==> src/rtl/core/ucb1_pkg.sv <==
// Shared types and constants for the UCB1 child selector.
// Used by every module of the block; depends on nothing else.
package ucb1_pkg;

   localparam int WINS_W   = 32;
   localparam int VISITS_W = 24;
   localparam int INDEX_W  = 8;
   localparam int SCORE_W  = 32;
   localparam int CONST_W  = 16;
   localparam int DIVD_W   = 40;
   localparam int LOG_W    = 21;
   localparam int ROOT_W   = 20;

   localparam logic [31:0] LN2_Q32 = 32'd2977044472;
   localparam logic [CONST_W-1:0] EXPLORATION_RESET = 16'd362;
   localparam logic [SCORE_W-1:0] SCORE_MAX = '1;

   typedef struct packed {
      logic [WINS_W-1:0]   wins;
      logic [VISITS_W-1:0] child_visits;
      logic [VISITS_W-1:0] parent_visits;
      logic                last;
      logic                infinite;
   } item_type;

   typedef struct packed {
      logic [INDEX_W-1:0] best_index;
      logic [SCORE_W-1:0] best_score;
      logic               best_infinite;
   } result_type;

   typedef enum logic [3:0] {
      ST_IDLE,
      ST_EXPLOIT,
      ST_NORM,
      ST_LOG,
      ST_LNMUL,
      ST_RATIO_GO,
      ST_RATIO,
      ST_SQRT,
      ST_EXPLORE,
      ST_SUM,
      ST_UPDATE,
      ST_EMIT
   } state_type;

endpackage

==> src/rtl/core/ucb1_front.sv <==
// Front end: a two-entry queue of incoming children, each marked as infinite or not.
// Depends on ucb1_pkg.
module ucb1_front (
   input  logic                             clock,
   input  logic                             reset,
   input  logic                             push,
   output logic                             full,
   input  logic [ucb1_pkg::WINS_W-1:0]      child_wins,
   input  logic [ucb1_pkg::VISITS_W-1:0]    child_visits,
   input  logic [ucb1_pkg::VISITS_W-1:0]    parent_visits,
   input  logic                             last_child,
   output logic                             head_valid,
   output ucb1_pkg::item_type               head,
   input  logic                             pop
);
   import ucb1_pkg::*;

   item_type   entry_ff [2];
   logic       wr_ptr_ff, wr_ptr_in;
   logic       rd_ptr_ff, rd_ptr_in;
   logic [1:0] count_ff, count_in;
   logic       do_push, do_pop;
   item_type   incoming;

   assign full       = (count_ff == 2'd2);
   assign head_valid = (count_ff != 2'd0);
   assign head       = entry_ff[rd_ptr_ff];
   assign do_push    = push && !full;
   assign do_pop     = pop && head_valid;

   always_comb begin
      incoming.wins          = child_wins;
      incoming.child_visits  = child_visits;
      incoming.parent_visits = parent_visits;
      incoming.last          = last_child;
      incoming.infinite      = (child_visits == '0) || (parent_visits == '0);
   end

   always_comb begin
      wr_ptr_in = do_push ? !wr_ptr_ff : wr_ptr_ff;
      rd_ptr_in = do_pop ? !rd_ptr_ff : rd_ptr_ff;
      count_in  = count_ff + 2'(do_push) - 2'(do_pop);
   end

   always_ff @(posedge clock) begin
      if (reset) begin
         wr_ptr_ff <= 1'b0;
         rd_ptr_ff <= 1'b0;
         count_ff  <= 2'd0;
      end else begin
         wr_ptr_ff <= wr_ptr_in;
         rd_ptr_ff <= rd_ptr_in;
         count_ff  <= count_in;
      end
   end

   always_ff @(posedge clock) begin
      if (do_push) begin
         entry_ff[wr_ptr_ff] <= incoming;
      end
   end

endmodule

==> src/rtl/core/ucb1_div.sv <==
// Restoring divider, one quotient bit per cycle, shared by both divisions.
// Depends on ucb1_pkg.
module ucb1_div (
   input  logic                          clock,
   input  logic                          reset,
   input  logic                          start,
   input  logic [ucb1_pkg::DIVD_W-1:0]   dividend,
   input  logic [ucb1_pkg::VISITS_W-1:0] divisor,
   output logic                          done,
   output logic [ucb1_pkg::DIVD_W-1:0]   quotient
);
   import ucb1_pkg::*;

   logic [VISITS_W-1:0] rem_ff;
   logic [DIVD_W-1:0]   quo_ff;
   logic [VISITS_W-1:0] div_ff;
   logic [5:0]          cnt_ff;
   logic                busy_ff, done_ff;
   logic [VISITS_W:0]   shifted;
   logic                fits;

   assign shifted  = {rem_ff, quo_ff[DIVD_W-1]};
   assign fits     = (shifted >= {1'b0, div_ff});
   assign done     = done_ff;
   assign quotient = quo_ff;

   always_ff @(posedge clock) begin
      if (reset) begin
         busy_ff <= 1'b0;
         done_ff <= 1'b0;
         cnt_ff  <= '0;
      end else begin
         done_ff <= 1'b0;
         if (start) begin
            busy_ff <= 1'b1;
            cnt_ff  <= 6'(DIVD_W);
         end else if (busy_ff) begin
            cnt_ff <= cnt_ff - 6'd1;
            if (cnt_ff == 6'd1) begin
               busy_ff <= 1'b0;
               done_ff <= 1'b1;
            end
         end
      end
   end

   always_ff @(posedge clock) begin
      if (start) begin
         quo_ff <= dividend;
         rem_ff <= '0;
         div_ff <= divisor;
      end else if (busy_ff) begin
         rem_ff <= fits ? VISITS_W'(shifted - {1'b0, div_ff}) : shifted[VISITS_W-1:0];
         quo_ff <= {quo_ff[DIVD_W-2:0], fits};
      end
   end

endmodule

==> src/rtl/core/ucb1_engine.sv <==
// Back end: sequencer that scores one child at a time and keeps the running best.
// Depends on ucb1_pkg and ucb1_div.
module ucb1_engine #(
   parameter int MAX_CHILDREN = 256
) (
   input  logic                         clock,
   input  logic                         reset,
   input  logic [ucb1_pkg::CONST_W-1:0] exploration_const,
   input  logic                         head_valid,
   input  ucb1_pkg::item_type           head,
   output logic                         pop,
   input  logic                         out_free,
   output logic                         emit,
   output ucb1_pkg::result_type         result
);
   import ucb1_pkg::*;

   localparam int POS_W = $clog2(MAX_CHILDREN + 1);
   localparam logic [POS_W-1:0] POS_LIMIT = POS_W'(MAX_CHILDREN);

   state_type state_ff, state_in;
   item_type  item_ff;

   logic [POS_W-1:0]   pos_ff;
   logic               have_ff;
   logic               best_inf_ff;
   logic [SCORE_W-1:0] best_score_ff;
   logic [POS_W-1:0]   best_pos_ff;

   logic [DIVD_W-1:0]  exploit_ff;
   logic [30:0]        mant_ff;
   logic [4:0]         exp_ff;
   logic [15:0]        frac_ff;
   logic [4:0]         cnt_ff;
   logic [LOG_W-1:0]   lnp_ff;
   logic [DIVD_W-1:0]  x_ff;
   logic [23:0]        rem_ff;
   logic [ROOT_W-1:0]  root_ff;
   logic [27:0]        explore_ff;
   logic [SCORE_W-1:0] score_ff;
   logic               inf_ff;

   logic               in_range, go_calc, better;
   logic               div_start, div_done;
   logic [DIVD_W-1:0]  div_dividend, div_quotient;
   logic [61:0]        square;
   logic [31:0]        sq_top;
   logic [52:0]        ln_prod;
   logic [23:0]        rem_next, trial;
   logic [35:0]        explore_prod;
   logic [DIVD_W:0]    sum;

   ucb1_div u_div (
      .clock    (clock),
      .reset    (reset),
      .start    (div_start),
      .dividend (div_dividend),
      .divisor  ((state_ff == ST_IDLE) ? head.child_visits : item_ff.child_visits),
      .done     (div_done),
      .quotient (div_quotient)
   );

   assign in_range     = (pos_ff < POS_LIMIT);
   assign go_calc      = !head.infinite && in_range;
   assign square       = mant_ff * mant_ff;
   assign sq_top       = square[61:30];
   assign ln_prod      = {exp_ff, frac_ff} * LN2_Q32;
   assign rem_next     = {rem_ff[21:0], x_ff[DIVD_W-1:DIVD_W-2]};
   assign trial        = {2'b00, root_ff, 2'b01};
   assign explore_prod = exploration_const * root_ff;
   assign sum          = {1'b0, exploit_ff} + (DIVD_W + 1)'(explore_ff);

   always_comb begin
      if (!have_ff) begin
         better = 1'b1;
      end else if (inf_ff) begin
         better = !best_inf_ff;
      end else begin
         better = !best_inf_ff && (score_ff > best_score_ff);
      end
   end

   always_comb begin
      state_in = state_ff;
      case (state_ff)
         ST_IDLE: begin
            if (head_valid) begin
               state_in = go_calc ? ST_EXPLOIT : ST_UPDATE;
            end
         end
         ST_EXPLOIT: begin
            if (div_done) begin
               state_in = ST_NORM;
            end
         end
         ST_NORM: begin
            if (mant_ff[30]) begin
               state_in = ST_LOG;
            end
         end
         ST_LOG: begin
            if (cnt_ff == 5'd1) begin
               state_in = ST_LNMUL;
            end
         end
         ST_LNMUL:    state_in = ST_RATIO_GO;
         ST_RATIO_GO: state_in = ST_RATIO;
         ST_RATIO: begin
            if (div_done) begin
               state_in = ST_SQRT;
            end
         end
         ST_SQRT: begin
            if (cnt_ff == 5'd1) begin
               state_in = ST_EXPLORE;
            end
         end
         ST_EXPLORE: state_in = ST_SUM;
         ST_SUM:     state_in = ST_UPDATE;
         ST_UPDATE:  state_in = item_ff.last ? ST_EMIT : ST_IDLE;
         ST_EMIT: begin
            if (out_free) begin
               state_in = ST_IDLE;
            end
         end
         default: state_in = ST_IDLE;
      endcase
   end

   always_comb begin
      pop          = 1'b0;
      div_start    = 1'b0;
      emit         = 1'b0;
      div_dividend = {head.wins, 8'b0};
      case (state_ff)
         ST_IDLE: begin
            pop       = head_valid;
            div_start = head_valid && go_calc;
         end
         ST_RATIO_GO: begin
            div_start    = 1'b1;
            div_dividend = {3'b000, lnp_ff, 16'b0};
         end
         ST_EMIT: emit = out_free;
         default: ;
      endcase
   end

   always_comb begin
      if (have_ff) begin
         result.best_index    = INDEX_W'(best_pos_ff);
         result.best_score    = best_score_ff;
         result.best_infinite = best_inf_ff;
      end else begin
         result = '0;
      end
   end

   always_ff @(posedge clock) begin
      if (reset) begin
         state_ff      <= ST_IDLE;
         pos_ff        <= '0;
         have_ff       <= 1'b0;
         best_inf_ff   <= 1'b0;
         best_score_ff <= '0;
         best_pos_ff   <= '0;
      end else begin
         state_ff <= state_in;
         if (state_ff == ST_UPDATE && in_range) begin
            pos_ff <= pos_ff + POS_W'(1);
            if (better) begin
               have_ff       <= 1'b1;
               best_inf_ff   <= inf_ff;
               best_score_ff <= score_ff;
               best_pos_ff   <= pos_ff;
            end
         end
         if (emit) begin
            pos_ff        <= '0;
            have_ff       <= 1'b0;
            best_inf_ff   <= 1'b0;
            best_score_ff <= '0;
            best_pos_ff   <= '0;
         end
      end
   end

   always_ff @(posedge clock) begin
      case (state_ff)
         ST_IDLE: begin
            item_ff  <= head;
            inf_ff   <= head.infinite;
            score_ff <= SCORE_MAX;
            mant_ff  <= {head.parent_visits, 7'b0};
            exp_ff   <= 5'd23;
         end
         ST_EXPLOIT: begin
            exploit_ff <= div_quotient;
            frac_ff    <= '0;
            cnt_ff     <= 5'd16;
         end
         ST_NORM: begin
            if (!mant_ff[30]) begin
               mant_ff <= {mant_ff[29:0], 1'b0};
               exp_ff  <= exp_ff - 5'd1;
            end
         end
         ST_LOG: begin
            cnt_ff  <= cnt_ff - 5'd1;
            frac_ff <= {frac_ff[14:0], sq_top[31]};
            mant_ff <= sq_top[31] ? sq_top[31:1] : sq_top[30:0];
         end
         ST_LNMUL: lnp_ff <= ln_prod[52:32];
         ST_RATIO: begin
            x_ff    <= div_quotient;
            rem_ff  <= '0;
            root_ff <= '0;
            cnt_ff  <= 5'(ROOT_W);
         end
         ST_SQRT: begin
            cnt_ff <= cnt_ff - 5'd1;
            x_ff   <= {x_ff[DIVD_W-3:0], 2'b00};
            if (rem_next >= trial) begin
               rem_ff  <= rem_next - trial;
               root_ff <= {root_ff[ROOT_W-2:0], 1'b1};
            end else begin
               rem_ff  <= rem_next;
               root_ff <= {root_ff[ROOT_W-2:0], 1'b0};
            end
         end
         ST_EXPLORE: explore_ff <= explore_prod[35:8];
         ST_SUM: begin
            score_ff <= (sum[DIVD_W:SCORE_W] != '0) ? SCORE_MAX : sum[SCORE_W-1:0];
         end
         default: ;
      endcase
   end

   assert property (@(posedge clock) disable iff (reset) emit |-> out_free)
      else $error("Result issued while the output slot is occupied.");

   assert property (@(posedge clock) disable iff (reset) pos_ff <= POS_LIMIT)
      else $error("Child position ran past its limit.");

   assert property (@(posedge clock) disable iff (reset)
      (state_ff == ST_UPDATE && !item_ff.last) |=> (state_ff == ST_IDLE))
      else $error("A non-final child did not return the sequencer to idle.");

endmodule

==> src/rtl/core/ucb1_child_selector.sv <==
// UCB1 child selector: children of one tree node are pushed one per transaction on
// the req_ queue port (wins in Q24.8, child and parent visit counts, last_child flag).
// A front queue of two entries takes children while the back end scores the current one.
// The back end computes wins/visits plus C*sqrt(ln(parent)/visits) with one shared
// 40-step divider, a normalizer of up to 23 steps, 16 squaring steps for log2
// and a 20-step root. The scoring time of a finite child varies only with the normalizer;
// a child with zero visits or zero parent visits skips the arithmetic. The running maximum
// is strict, so the first child keeps a tie. After the child marked last, one result
// (best_index, best_score in Q16.16, and best_infinite) passes through the emit state,
// once the output register is free, into that register, read on the rsp_ queue port.
// The result sits in an output register; while the receiver does not pop it, the
// front and back end keep working on the next run and stall only on its final child.
// The exploration constant C (Q8.8, csr_ register 0) resets to 362 and must be
// written only while the block is idle. Reset clears the queues, the running best
// and the child position.
// Depends on ucb1_pkg, ucb1_front, ucb1_engine.
module ucb1_child_selector #(
   parameter int MAX_CHILDREN = 256
) (
   input  logic                          clock,
   input  logic                          reset,
   input  logic                          req_push,
   output logic                          req_full,
   input  logic [ucb1_pkg::WINS_W-1:0]   req_child_wins,
   input  logic [ucb1_pkg::VISITS_W-1:0] req_child_visits,
   input  logic [ucb1_pkg::VISITS_W-1:0] req_parent_visits,
   input  logic                          req_last_child,
   output logic                          rsp_empty,
   input  logic                          rsp_pop,
   output logic [ucb1_pkg::INDEX_W-1:0]  rsp_best_index,
   output logic [ucb1_pkg::SCORE_W-1:0]  rsp_best_score,
   output logic                          rsp_best_infinite,
   input  logic                          csr_psel,
   input  logic                          csr_penable,
   input  logic                          csr_pwrite,
   input  logic [2:0]                    csr_paddr,
   input  logic [31:0]                   csr_pwdata,
   output logic [31:0]                   csr_prdata,
   output logic                          csr_pready
);
   import ucb1_pkg::*;

   logic [CONST_W-1:0] const_ff;
   logic               out_valid_ff;
   result_type         out_ff;
   logic               head_valid, pop, emit, out_free;
   item_type           head;
   result_type         result;

   assign csr_pready = 1'b1;
   assign csr_prdata = (csr_paddr[2] == 1'b0) ? {16'b0, const_ff} : '0;

   always_ff @(posedge clock) begin
      if (reset) begin
         const_ff <= EXPLORATION_RESET;
      end else if (csr_psel && csr_penable && csr_pwrite && !csr_paddr[2]) begin
         const_ff <= csr_pwdata[CONST_W-1:0];
      end
   end

   ucb1_front u_front (
      .clock         (clock),
      .reset         (reset),
      .push          (req_push),
      .full          (req_full),
      .child_wins    (req_child_wins),
      .child_visits  (req_child_visits),
      .parent_visits (req_parent_visits),
      .last_child    (req_last_child),
      .head_valid    (head_valid),
      .head          (head),
      .pop           (pop)
   );

   ucb1_engine #(
      .MAX_CHILDREN (MAX_CHILDREN)
   ) u_engine (
      .clock             (clock),
      .reset             (reset),
      .exploration_const (const_ff),
      .head_valid        (head_valid),
      .head              (head),
      .pop               (pop),
      .out_free          (out_free),
      .emit              (emit),
      .result            (result)
   );

   assign out_free = !out_valid_ff;

   always_ff @(posedge clock) begin
      if (reset) begin
         out_valid_ff <= 1'b0;
      end else if (emit) begin
         out_valid_ff <= 1'b1;
      end else if (rsp_pop) begin
         out_valid_ff <= 1'b0;
      end
   end

   always_ff @(posedge clock) begin
      if (emit) begin
         out_ff <= result;
      end
   end

   assign rsp_empty         = !out_valid_ff;
   assign rsp_best_index    = out_ff.best_index;
   assign rsp_best_score    = out_ff.best_score;
   assign rsp_best_infinite = out_ff.best_infinite;

endmodule

==> config.mk <==
export PLATFORM = sky130hd
export DESIGN_NAME = ucb1_child_selector
export DESIGN_NICKNAME = d
export VERILOG_FILES = /design/src/rtl/core/ucb1_pkg.sv /design/src/rtl/core/ucb1_front.sv /design/src/rtl/core/ucb1_div.sv /design/src/rtl/core/ucb1_engine.sv /design/src/rtl/core/ucb1_child_selector.sv
export SDC_FILE = /design/constraint.sdc
export NUM_CORES = 2
export LEC_CHECK = 0
export BUFFER_PORTS_ARGS = -buffer_cell sky130_fd_sc_hd__buf_2
export CAP_MARGIN = 20
export CORE_MARGIN = 4
export CORE_UTILIZATION = 65
export DETAILED_ROUTE_END_ITERATION = 10
export GPL_TIMING_DRIVEN = 0
export PLACE_DENSITY_LB_ADDON = 0.15
export SLEW_MARGIN = 0
export SYNTH_ARGS = -nofsm -noshare
export SYNTH_HDL_FRONTEND = slang
export SYNTH_SLANG_ARGS = --single-unit
==> constraint.sdc <==
create_clock -name clock -period 14.35 [get_ports clock]
set_input_delay 0.7175 -clock clock [delete_from_list [all_inputs] [get_ports clock]]
set_output_delay 0.7175 -clock clock [all_outputs]
set_load 0.02 [all_outputs]
==> metrics.yaml <==
cts_hold_buffers: 0
finalNetCount: 9696
synth_seq_area_share: 0.247
grt_pass1_vias: 57200
htreeDepth: 3
cts_root_buf: "clkbuf_16"
holdCritPathClass: "in -> reg"
fill_cells: 8788
gp_congestion: 1.05
drv_slew: 0
fin_crit_ns: 10.66
clk_latency_ns: 0.69
core_sq_um: 116000
cts_resized: 0
outcome: "complete, no violations"
grt_first_pass_wirelength_mm: 338
crit_arrival_ns: 11.08
rsz0062_at_grt: "false"
fp.dieH_um: 350
rows: 125
ys_seq_elements: 664
floorplan.initialDensity: 0.655
grt-ovfl-total: 0
clkTransAtPathRegs_ns: 0.07
end_kind: "flip-flop"
firstDrtPassIters: 7
clkSinkCount: 664
vias: 54100
setup-tns-final_ns: 0
die_area_sq_um: 123000
cp.required_ns: 14.77
path_max_fanout: 10
ys_warn_count: 0
drcViolationCount: 0
io_pins: 199
routed_wl_mm: 220
finalCritPeriodShare: 0.743
io_buffer_count: 162
ff2ff_setup_slack_ns: 3.69
finalSetupViolCount: 0
grt_max_degree: 44
mostFrequentLayoutCells: "1,622 x inv_1, 1,208 x fa_1, 724 x ha_1, 704 x nand2_1, 555 x edfxtp_1"
cts_buffers: 72
synth-edff-count: 555
synthFlopType: "edfxtp_1"
r2r-start: "u_engine.mant_ff[26]"
rr_worst_depth: 27
r2r-end: "u_engine.mant_ff[24]"
syn_area_sq_um: 76200
antenna_left: 0
cts_setup_buffers: 0
drive_gt1_frac: 0.0649
hold_slack_ns: 0.231
tritoncts: "done"
dr.first_iter.drc_count: 4497
synthArstFlopShare: 0
post_synth.cell_area_avg_sq_um: 10.4
whs_endpoint: "u_front.entry_ff[1][51]"
dieWidth_um: 350
area_growth_pct: 7.71
hold_depth: 1
clockBufferDepth: 3
fmax_ghz: 0.0938
cp-start-kind: "flip-flop"
finalHoldViolations: 0
finClkSkew_ns: 0.0467
slew_headroom: 0.151
min_from: "req_child_wins[1]"
grt_usage: 0.372
tightest_slew_ns: 1.27
maxCapViolations: 0
antenna_found_initial: 15
routedWlPerCell_um: 23.9
crit_type: "reg -> reg"
vias_per_cell: 5.86
place_hpwl_mm: 180
synthCells: 7356
layout_commonest_cell: "inv_1"
synth_cell_types: 88
-- sequential cells by signal, summed over array words and instances, names as in the netlist, 28 cells and up, named ones only --
| name | flops |
|---|---|
| rsp_best_score | 32 |
| u_engine.best_score_ff | 32 |
| u_engine.exploit_ff | 40 |
| u_engine.explore_ff | 28 |
| u_engine.mant_ff | 31 |
| u_engine.score_ff | 32 |
| u_engine.u_div.quotient | 40 |
| u_engine.x_ff | 40 |
| u_front.entry_ff | 164 |
-- metal layers --
metal  vias up  track usage  wire [um]
li1      23800            -          -
met1     27200        0.473      82400
met2      2457        0.599     103000
met3       689       0.0703      18900
met5         -            0         32
met4         4        0.223      15900
-- cell usage after synthesis, types with 6 or more instances --
| cell type | n | area share |
|---|---|---|
| a221o_1 | 12 | 0.0016 |
| o31ai_1 | 8 | 0.00079 |
| nor2b_1 | 52 | 0.0043 |
| and4_1 | 9 | 0.0010 |
| dfxtp_1 | 109 | 0.029 |
| o221ai_1 | 15 | 0.0017 |
| o211ai_1 | 20 | 0.0020 |
| and3_1 | 23 | 0.0019 |
| nand3_1 | 45 | 0.0030 |
| ha_1 | 724 | 0.12 |
| o21bai_1 | 17 | 0.0017 |
| mux2_2 | 89 | 0.013 |
| o31a_1 | 12 | 0.0014 |
| o21a_1 | 29 | 0.0029 |
| a31oi_1 | 24 | 0.0020 |
| mux2i_1 | 134 | 0.018 |
| nand4_1 | 52 | 0.0043 |
| nor3_1 | 56 | 0.0037 |
| or2_2 | 15 | 0.0012 |
| o21ai_0 | 172 | 0.011 |
| or3_1 | 15 | 0.0012 |
| inv_1 | 1622 | 0.080 |
| a211o_1 | 6 | 0.00069 |
| nand2_1 | 704 | 0.035 |
| a31o_2 | 11 | 0.0013 |
| fa_1 | 1208 | 0.32 |
| nand2b_1 | 21 | 0.0017 |
| a211oi_1 | 37 | 0.0036 |
| a21oi_1 | 222 | 0.015 |
| and2_1 | 348 | 0.029 |
| nor2_1 | 307 | 0.015 |
| buf_4 | 20 | 0.0020 |
| xor2_1 | 84 | 0.0097 |
| nor4_1 | 21 | 0.0017 |
| nand3b_1 | 8 | 0.00079 |
| xnor2_1 | 100 | 0.012 |
| buf_2 | 16 | 0.0011 |
| clkbuf_1 | 233 | 0.011 |
| edfxtp_1 | 555 | 0.22 |
| buf_1 | 10 | 0.00049 |
| a21o_1 | 99 | 0.0098 |
| a221oi_1 | 6 | 0.00069 |
-- cell families (layout without fill, tap and decap cells) --
family | Yosys count | count (layout) | share of synthesized area
and+or+nand+nor | 1706 | 1706 | 0.107
other | 2 | 22 | 0.0000986
xor gates and xnor gates | 184 | 184 | 0.0212
muxes | 223 | 223 | 0.0308
adders and majority gates | 1932 | 1932 | 0.437
buffers and inverters | 1905 | 2235 | 0.0953
AOI/OAI and AO/OA | 740 | 740 | 0.0619
DFF | 664 | 664 | 0.247
-- layout make-up --
class | instances | area (sq um) | area share
antenna | 5 | 12.5 | 0.000153
buffer | 281 | 1160 | 0.0142
clock buffer | 86 | 1920 | 0.0234
clock inverter | 48 | 546 | 0.00665
inverter | 1624 | 6100 | 0.0743
multi-input combinational | 4802 | 50200 | 0.612
sequential | 664 | 18800 | 0.230
tap | 1524 | 1910 | 0.0232
timing repair buffer | 196 | 1340 | 0.0163
-- worst max path at each step --
stage | slack [ns] | from | end | depth (start not counted)
floorplan | 6.56 | u_engine.mant_ff[26] | u_engine.mant_ff[25] | 28
global placement | 3.90 | u_engine.mant_ff[26] | u_engine.mant_ff[24] | 27
detailed placement | 3.92 | u_engine.mant_ff[26] | u_engine.mant_ff[25] | 27
CTS | 3.87 | u_engine.mant_ff[26] | u_engine.mant_ff[24] | 27
global route | 3.35 | u_engine.mant_ff[26] | u_engine.mant_ff[24] | 27
finish | 3.69 | u_engine.mant_ff[26] | u_engine.mant_ff[24] | 27
-- metrics by stage --
step / setup WS (ns) / cell area (sq um) / instances / util
6_report: 3.69 / 82000 / 9230 / 0.706
3_3_place_gp: 3.90 / 78900 / 9057 / 0.679
5_1_grt: 3.35 / 82000 / 9227 / 0.706
4_1_cts: 3.87 / 81900 / 9218 / 0.705
3_5_place_dp: 3.92 / 79500 / 9084 / 0.684
2_1_floorplan: 6.56 / 76200 / 7371 / -
-- worst max-delay path, cell delays in order, from the launching register on --
cell and delay [ns]:
edfxtp_1 0.39, clkbuf_1 0.92, clkbuf_1 0.98, nand2_1 0.23
inv_1 0.13, fa_1 0.52, fa_1 0.56, fa_1 0.57
inv_1 0.06, fa_1 0.50, inv_1 0.06, fa_1 0.48
fa_1 0.48, fa_1 0.52, inv_1 0.05, fa_1 0.51
inv_1 0.05, ha_1 0.35, a21oi_1 0.46, o21ai_0 0.25
a32o_1 0.30, nor3_1 0.30, nor4bb_1 0.45, nor2_1 0.25
a31oi_1 0.32, o21ai_0 0.15, xor2_1 0.21, a211o_1 0.32
Power is not shown: default switching activity piles up to over one toggle a cycle in this logic, so the estimate is an artifact.
